$ cat src/design/bgms_pkg.sv
package bgms_pkg;

	localparam int TS_W       = 32;
	localparam int CFG_IDX_W  = 8;
	localparam int CFG_DATA_W = 16;

	localparam logic [2:0] MODE_LAST    = 3'd4;
	localparam logic [2:0] RAINBOW_LAST = 3'd5;

	localparam logic [CFG_IDX_W-1:0] REG_DC_WINDOW   = 8'd0;
	localparam logic [CFG_IDX_W-1:0] REG_SAVE_HOLD   = 8'd1;
	localparam logic [CFG_IDX_W-1:0] REG_CLEAR_HOLD  = 8'd2;
	localparam logic [CFG_IDX_W-1:0] REG_COLOR_COUNT = 8'd3;

	localparam logic [15:0] DC_WINDOW_RST   = 16'd300;
	localparam logic [15:0] SAVE_HOLD_RST   = 16'd1000;
	localparam logic [15:0] CLEAR_HOLD_RST  = 16'd5000;
	localparam logic [7:0]  COLOR_COUNT_RST = 8'd8;

	typedef enum logic [1:0] {
		REQ_NONE  = 2'd0,
		REQ_SAVE  = 2'd1,
		REQ_CLEAR = 2'd2
	} req_t;

	typedef struct packed {
		logic [15:0] dc_window;
		logic [15:0] save_hold;
		logic [15:0] clear_hold;
		logic [7:0]  color_count;
	} cfg_t;

	typedef struct packed {
		logic            button_level;
		logic [TS_W-1:0] now_ms;
	} sample_t;

	typedef struct packed {
		logic [2:0] display_mode;
		logic [2:0] rainbow_style;
		logic [7:0] color_index;
		logic [1:0] request;
	} result_t;

endpackage

$ cat src/design/bgms_ifs.sv
interface bgms_sample_if import bgms_pkg::*; ();
	logic            valid;
	logic            ready;
	logic            button_level;
	logic [TS_W-1:0] now_ms;

	modport source (output valid, output button_level, output now_ms, input ready);
	modport sink   (input valid, input button_level, input now_ms, output ready);
endinterface

interface bgms_result_if;
	logic       valid;
	logic       ready;
	logic [2:0] display_mode;
	logic [2:0] rainbow_style;
	logic [7:0] color_index;
	logic [1:0] request;

	modport source (output valid, output display_mode, output rainbow_style,
		output color_index, output request, input ready);
	modport sink   (input valid, input display_mode, input rainbow_style,
		input color_index, input request, output ready);
endinterface

interface bgms_cfg_if import bgms_pkg::*; ();
	logic                  valid;
	logic                  ready;
	logic [CFG_IDX_W-1:0]  index;
	logic [CFG_DATA_W-1:0] data;

	modport source (output valid, output index, output data, input ready);
	modport sink   (input valid, input index, input data, output ready);
endinterface

$ cat src/design/bgms_cfg_regs.sv
module bgms_cfg_regs import bgms_pkg::*; (
	input  logic      clk,
	input  logic      arst_n,
	bgms_cfg_if.sink  cfg,
	output cfg_t      cfg_o
);

	cfg_t cfg_q;

	assign cfg.ready = 1'b1;
	assign cfg_o     = cfg_q;

	always_ff @(posedge clk or negedge arst_n) begin
		if (!arst_n) begin
			cfg_q.dc_window   <= DC_WINDOW_RST;
			cfg_q.save_hold   <= SAVE_HOLD_RST;
			cfg_q.clear_hold  <= CLEAR_HOLD_RST;
			cfg_q.color_count <= COLOR_COUNT_RST;
		end else if (cfg.valid) begin
			// writes to unknown indexes are dropped
			case (cfg.index)
				REG_DC_WINDOW:   cfg_q.dc_window   <= cfg.data;
				REG_SAVE_HOLD:   cfg_q.save_hold   <= cfg.data;
				REG_CLEAR_HOLD:  cfg_q.clear_hold  <= cfg.data;
				REG_COLOR_COUNT: cfg_q.color_count <= cfg.data[7:0];
				default: ;
			endcase
		end
	end

endmodule

$ cat src/design/bgms_gesture.sv
module bgms_gesture import bgms_pkg::*; (
	input  logic    clk,
	input  logic    arst_n,
	input  logic    step,
	input  sample_t smp,
	input  cfg_t    cfg,
	output result_t res
);

	logic            last_level_q;
	logic [TS_W-1:0] press_time_q;
	logic            second_click_q;
	logic [2:0]      mode_q;
	logic [2:0]      rainbow_q;
	logic [7:0]      color_q;

	logic            second_click_d;
	logic [TS_W-1:0] press_time_d;
	logic [2:0]      mode_d;
	logic [2:0]      rainbow_d;
	logic [7:0]      color_d;
	req_t            req_d;

	logic [TS_W-1:0] gap;
	logic [2:0]      mode_back;
	logic [2:0]      mode_fwd;
	logic [2:0]      rainbow_fwd;
	logic [8:0]      color_inc;
	logic [7:0]      color_fwd;

	always_comb begin
		gap         = smp.now_ms - press_time_q;
		mode_back   = (mode_q == 3'd0) ? MODE_LAST : mode_q - 3'd1;
		mode_fwd    = (mode_q >= MODE_LAST) ? 3'd0 : mode_q + 3'd1;
		rainbow_fwd = (rainbow_q >= RAINBOW_LAST) ? 3'd0 : rainbow_q + 3'd1;
		color_inc   = {1'b0, color_q} + 9'd1;
		color_fwd   = (color_inc >= {1'b0, cfg.color_count}) ? 8'd0 : color_inc[7:0];

		second_click_d = second_click_q;
		press_time_d   = press_time_q;
		mode_d         = mode_q;
		rainbow_d      = rainbow_q;
		color_d        = color_q;
		req_d          = REQ_NONE;

		if (smp.button_level != last_level_q) begin
			if (smp.button_level) begin
				if (gap <= TS_W'(cfg.dc_window))
					second_click_d = 1'b1;
				press_time_d = smp.now_ms;
			end else if (gap >= TS_W'(cfg.clear_hold)) begin
				req_d = REQ_CLEAR;
			end else if (gap >= TS_W'(cfg.save_hold)) begin
				second_click_d = 1'b0;
				req_d          = REQ_SAVE;
			end else if (second_click_q) begin
				// step back first, then the style choice follows the restored mode
				mode_d = mode_back;
				if (mode_back == 3'd0 || mode_back == 3'd1)
					rainbow_d = rainbow_fwd;
				else
					color_d = color_fwd;
				second_click_d = 1'b0;
			end else begin
				mode_d = mode_fwd;
			end
		end

		res.display_mode  = mode_d;
		res.rainbow_style = rainbow_d;
		res.color_index   = color_d;
		res.request       = req_d;
	end

	always_ff @(posedge clk or negedge arst_n) begin
		if (!arst_n) begin
			last_level_q   <= 1'b0;
			press_time_q   <= '0;
			second_click_q <= 1'b0;
			mode_q         <= 3'd0;
			rainbow_q      <= 3'd0;
			color_q        <= 8'd0;
		end else if (step) begin
			last_level_q   <= smp.button_level;
			press_time_q   <= press_time_d;
			second_click_q <= second_click_d;
			mode_q         <= mode_d;
			rainbow_q      <= rainbow_d;
			color_q        <= color_d;
		end
	end

endmodule

$ cat src/design/button_gesture_mode_selector_core.sv
// Button gesture decoder: each transfer on samp carries one button level sample with its
// millisecond timestamp and yields exactly one transfer on res with the current mode,
// rainbow style, color index and a save or clear request for that sample. A sample is
// registered on entry, decoded combinationally against the gesture state and captured in
// the output register when that register is free or being drained, and one sample per
// cycle is sustained while res.ready stays high. Configuration writes on cfg are always
// accepted and take effect on the next sample.
module button_gesture_mode_selector_core import bgms_pkg::*; (
	input  logic         clk,
	input  logic         arst_n,
	bgms_sample_if.sink  samp,
	bgms_result_if.source res,
	bgms_cfg_if.sink     cfg
);

	cfg_t    cfg_cur;
	logic    smp_vld_s1;
	sample_t smp_s1;
	logic    out_vld_s2;
	result_t out_s2;
	result_t res_d;
	logic    advance;

	bgms_cfg_regs u_cfg (
		.clk    (clk),
		.arst_n (arst_n),
		.cfg    (cfg),
		.cfg_o  (cfg_cur)
	);

	bgms_gesture u_gesture (
		.clk    (clk),
		.arst_n (arst_n),
		.step   (advance),
		.smp    (smp_s1),
		.cfg    (cfg_cur),
		.res    (res_d)
	);

	// move the held sample on when the output register is free or being drained
	assign advance    = smp_vld_s1 && (!out_vld_s2 || res.ready);
	assign samp.ready = !smp_vld_s1 || advance;

	always_ff @(posedge clk or negedge arst_n) begin
		if (!arst_n) begin
			smp_vld_s1 <= 1'b0;
			out_vld_s2 <= 1'b0;
		end else begin
			if (samp.ready)
				smp_vld_s1 <= samp.valid;
			if (advance)
				out_vld_s2 <= 1'b1;
			else if (res.ready)
				out_vld_s2 <= 1'b0;
		end
	end

	always_ff @(posedge clk) begin
		if (samp.ready && samp.valid) begin
			smp_s1.button_level <= samp.button_level;
			smp_s1.now_ms       <= samp.now_ms;
		end
		if (advance)
			out_s2 <= res_d;
	end

	assign res.valid         = out_vld_s2;
	assign res.display_mode  = out_s2.display_mode;
	assign res.rainbow_style = out_s2.rainbow_style;
	assign res.color_index   = out_s2.color_index;
	assign res.request       = out_s2.request;

endmodule
$ cat src/flat_wrapper.sv
// flat-port wrapper written by rule: the top's interface ports become plain ports
module button_gesture_mode_selector_core_flat import bgms_pkg::*;
  (clk, arst_n, samp_valid, samp_button_level, samp_now_ms, samp_ready, res_valid, res_display_mode, res_rainbow_style, res_color_index, res_request, res_ready, cfg_valid, cfg_index, cfg_data, cfg_ready);
  bgms_sample_if samp_i ();
  bgms_result_if res_i ();
  bgms_cfg_if cfg_i ();
  input  logic clk;
  input  logic arst_n;
  input wire logic [$bits(samp_i.valid)-1:0] samp_valid;
  input wire logic [$bits(samp_i.button_level)-1:0] samp_button_level;
  input wire logic [$bits(samp_i.now_ms)-1:0] samp_now_ms;
  output wire logic [$bits(samp_i.ready)-1:0] samp_ready;
  output wire logic [$bits(res_i.valid)-1:0] res_valid;
  output wire logic [$bits(res_i.display_mode)-1:0] res_display_mode;
  output wire logic [$bits(res_i.rainbow_style)-1:0] res_rainbow_style;
  output wire logic [$bits(res_i.color_index)-1:0] res_color_index;
  output wire logic [$bits(res_i.request)-1:0] res_request;
  input wire logic [$bits(res_i.ready)-1:0] res_ready;
  input wire logic [$bits(cfg_i.valid)-1:0] cfg_valid;
  input wire logic [$bits(cfg_i.index)-1:0] cfg_index;
  input wire logic [$bits(cfg_i.data)-1:0] cfg_data;
  output wire logic [$bits(cfg_i.ready)-1:0] cfg_ready;
  assign samp_i.valid = samp_valid;
  assign samp_i.button_level = samp_button_level;
  assign samp_i.now_ms = samp_now_ms;
  assign samp_ready = samp_i.ready;
  assign res_valid = res_i.valid;
  assign res_display_mode = res_i.display_mode;
  assign res_rainbow_style = res_i.rainbow_style;
  assign res_color_index = res_i.color_index;
  assign res_request = res_i.request;
  assign res_i.ready = res_ready;
  assign cfg_i.valid = cfg_valid;
  assign cfg_i.index = cfg_index;
  assign cfg_i.data = cfg_data;
  assign cfg_ready = cfg_i.ready;
  button_gesture_mode_selector_core u_core (.clk(clk), .arst_n(arst_n), .samp(samp_i), .res(res_i), .cfg(cfg_i));
endmodule
$ cat config.mk
export PLATFORM = sky130hd
export DESIGN_NAME = button_gesture_mode_selector_core_flat
export DESIGN_NICKNAME = d
export VERILOG_FILES = /design/src/design/bgms_pkg.sv /design/src/design/bgms_ifs.sv /design/src/design/bgms_cfg_regs.sv /design/src/design/bgms_gesture.sv /design/src/design/button_gesture_mode_selector_core.sv /design/src/flat_wrapper.sv
export SDC_FILE = /design/constraint.sdc
export NUM_CORES = 1
export LEC_CHECK = 0
export BUFFER_PORTS_ARGS = -buffer_cell sky130_fd_sc_hd__buf_2
export CELL_PAD_IN_SITES_DETAIL_PLACEMENT = 2
export CELL_PAD_IN_SITES_GLOBAL_PLACEMENT = 2
export CORE_MARGIN = 5
export CORE_UTILIZATION = 43
export DETAILED_ROUTE_END_ITERATION = 6
export PLACE_DENSITY = 0.95
export SLEW_MARGIN = 25
export SYNTH_ARGS = -nofsm -noshare
export SYNTH_HDL_FRONTEND = slang
export SYNTH_SLANG_ARGS = --single-unit
$ cat constraint.sdc
create_clock -name clk -period 15.1 [get_ports clk]
set_clock_uncertainty 0.2 [all_clocks]
set_input_delay 1.51 -clock clk [delete_from_list [all_inputs] [get_ports clk]]
set_output_delay 1.51 -clock clk [all_outputs]
set_load 0.02 [all_outputs]
==> impl_metrics.yaml <==
run_status:
  run_status: "finished clean"
placement:
  gp_congestion: 0.847
  dpl.cell_count: 1257
  io_buffer_count: 79
  dpl.hpwl_mm: 23.7
cells_and_area:
  diodes: 0
  final_net_count: 1157
  final_cells: 1291
  syn_to_final_growth_pct: 13.8
  drive_gt1_share_pct: 23.2
yosys:
  synthArstFlopShare_pct: 68.4
  synth_edf_count: 49
  ys_types: 69
  yosysWarnings: 0
  synth_cells: 917
  synth_fp_nets: 1076
  seq_area_frac_synth_pct: 43.8
  ys.flop_type: "dfrtp_1"
  avgSynthCellArea_um2: 10.3
  ys_ff_latch: 155
  synthesis.area_mm2: 0.00947
critical_path:
  cp-end-kind: "register"
  cpMostUsedCell: "a21oi_1"
  crit_chain: "ha_1 -> fa_1 -> nand2b_1 -> a21oi_1 -> nor2_1 -> o21ai_0 -> a21boi_0 -> xnor2_1 -> ha_1 -> a2111oi_0 -> o21ai_0 -> a21oi_1 -> a21oi_1 -> or3_1 -> nor2_1 -> nor4b_1 -> nor4bb_1 -> buf_4 -> nand3_1 -> mux2_2"
  cp_data_arrival_time_ns: 6.41
  cp_max_fo: 10
  critPathLaunchType: "register"
  critPathKind: "register to register"
  cpMaxStageDelayCell: "a2111oi_0"
  cp-startpoint: "u_core.u_gesture.press_time_q[0]"
  max_stage_delay_ns: 0.53
  critPathRequiredTime_ns: 15.23
  critical_path.reg2reg.startpoint: "u_core.u_gesture.press_time_q[0]"
clock_network:
  clkTransAtPathRegs_ns: 0.06
  numCtsBuffers: 17
  clock-sinks: 155
  clock_latency_ns: 0.46
  cts_setup_buffers: 0
  clock-root-buffer: "clkbuf_16"
  hold_buffers: 0
  cts_tree: "done"
  h-tree-depth: 4
  cts_resized: 0
  clock_path_buffers: 2
drt:
  drt_wl_total_mm: 33.3
  via_count: 7644
  postRouteAntennaNets: 0
  drc: 0
  first_iter_violations: 301
  drtPass1Iterations: 4
  wl_per_cell_um: 25.8
  via_per_inst: 5.92
timing:
  drv_slew: 0
  clock.fmax_mhz: 159
  fin_crit_sh_pct: 41.6
  hold_violations: 0
  grt_setup_unrepaired: "no"
  worst_slew_pin_slew_ns: 0.984
  setup_viol: 0
  setup_tns_ns: 0
  fin_crit_ns: 6.28
  slew_headroom_pct: 32.7
floorplanning:
  die_area_mm2: 0.0251
  die_x_um: 158
  io_pins: 81
  fp-row-count: 54
  fp.dieH_um: 158
  core_area_mm2: 0.0218
  start_util_pct: 43.5
power_and_ir_drop:
  combPwrFrac_pct: 49.5
  p_leak_nw: 4.88
  power_density_mw_per_mm2: 179
  intPower_mw: 1.09
  seqPwrFrac_pct: 27.1
  clock_power_share_pct: 23.3
  p_total_mw: 1.93
  sw_frac_of_total_pct: 43.3
  switching_power_uw: 835
  max-vdd-ir-drop_mv: 0.0889
global_routing:
  grt_pass1_vias: 8946
  antenna_found_initial: 0
  grt_first_pass_wirelength_mm: 51.8
  grt_overflow_total: 0
  grt_max_degree: 64
  grt.total_usage_pct: 27.5
flow_run:
  maxCapViolCount: 0
worst_hold_path:
  hold_class: "register to register"
  min-delay-start: "u_core.u_gesture.press_time_q[3]"
==> power by group through the flow <==
stage / sequential, mW / combinational (mW) / clock, mW
after floorplan: 0.519 / 0.602 / 0
after global placement: 0.520 / 0.790 / 0
after detailed placement: 0.529 / 0.888 / 0
after CTS: 0.523 / 0.942 / 0.454
after global routing: 0.529 / 1.04 / 0.474
final: 0.523 / 0.955 / 0.450
==> layout make-up <==
cell class,instances,area [um2]
Fill cell,2226,11000
Multi-Input combinational cell,632,4830
Sequential cell,155,4140
Timing Repair Buffer,86,458
Clock buffer,19,453
Inverter,106,398
Tap cell,280,350
Clock inverter,13,139
==> critical path: cells and delay by family (launching register included) <==
| family | cells | cell delay (ns) |
|---|---|---|
| AND/OR/NAND/NOR | 7 | 1.97 |
| AO/OA/AOI/OAI | 7 | 1.84 |
| adder cells (fa/ha/maj) | 3 | 0.88 |
| flip-flops | 1 | 0.39 |
| multiplexers | 1 | 0.39 |
| buffers and inverters | 1 | 0.25 |
| XOR/XNOR | 1 | 0.22 |
==> metal layers <==
metal	wire length [um]	vias to the layer above	global-route usage, %
met2	17800	210	50.8
met5	0	-	0
met1	13100	3905	30.9
li1	-	3437	-
met3	1180	92	4.57
met4	1230	0	12.7
==> worst paths after layout <==
| check | endpoint | slack (ns) | depth (start not counted) |
|---|---|---|---|
| worst max-delay path | u_core.u_gesture.color_q[6] | 8.82 | 20 |
| worst min-delay path | u_core.u_gesture.press_time_q[3] | 0.31 | 1 |
| worst max register to register | u_core.u_gesture.color_q[6] | 8.82 | 20 |
| worst min register to register | u_core.u_gesture.press_time_q[3] | 0.31 | 1 |
| max in group asynchronous | u_core.u_cfg.cfg_o[44] | 12.49 | 2 |
| min in group asynchronous | u_core.u_gesture.color_q[2] | 0.87 | 1 |
==> placed cells by master, fill, tap and decap left out, types with 16 or more instances in the layout <==
cell | netlist | final
o21ai_0 | 61 | 61
edfxtp_1 | 49 | 49
xnor2_1 | 20 | 20
mux2_2 | 88 | 88
ha_1 | 96 | 96
buf_2 | 5 | 78
nor2_1 | 40 | 40
dfrtp_1 | 90 | 90
a21oi_1 | 54 | 54
clkbuf_16 | 0 | 17
nand2b_1 | 16 | 16
inv_1 | 106 | 106
dfstp_2 | 16 | 16
nand2_1 | 68 | 68
==> synth_stat cells (12+ instances only) <==
cell        n  area [um2]
dfrtp_1    90        2250
nor3_1     14        70.1
mux2_2     88         991
nor2_1     40         150
o21ai_0    61         305
inv_1     106         398
nand4_1    15        93.8
xnor2_1    20         175
dfstp_2    16         420
a21o_1     15         113
a21oi_1    54         270
ha_1       96        1200
clkbuf_1   16        60.1
nand3_1    12        60.1
nand2b_1   16         100
edfxtp_1   49        1470
nand2_1    68         255
==> cell families after synthesis <==
kind of cell / after synthesis / synth area share (%)
buffers and inverters: 130 / 5.27
other: 1 / 0.0396
XOR/XNOR: 29 / 2.68
adder cells (fa/ha/maj): 97 / 12.9
multiplexers: 91 / 10.8
AND/OR/NAND/NOR: 218 / 11.9
flip-flops: 155 / 43.8
AO/OA/AOI/OAI: 196 / 12.7
==> state kept, by name, summed over array words and instances, names as in the netlist, 2 cells and up <==
name and count:
u_core.res.rainbow_style 3, u_core.u_gesture.press_time_q 32, u_core.smp_s1 33, u_core.res.display_mode 3, u_core.res.request 2, u_core.u_gesture.color_q 8, u_core.u_cfg.cfg_o 56, u_core.u_gesture.mode_q 3
u_core.u_gesture.rainbow_q 3, u_core.res.color_index 8
==> per-stage QoR <==
step / instance area, um2 / worst slack (ns) / hold WS [ns] / util (%)
floorplan: 9470 / 10.32 / 0.256 / -
global placement: 10200 / 9.69 / 0.269 / 46.7
detailed placement: 10200 / 9.04 / 0.294 / 46.7
CTS: 10800 / 8.93 / 0.309 / 49.4
global route: 10800 / 8.49 / 0.333 / 49.5
finish: 10800 / 8.82 / 0.306 / 49.5
Note: power is estimated with default switching activity, not from simulation.
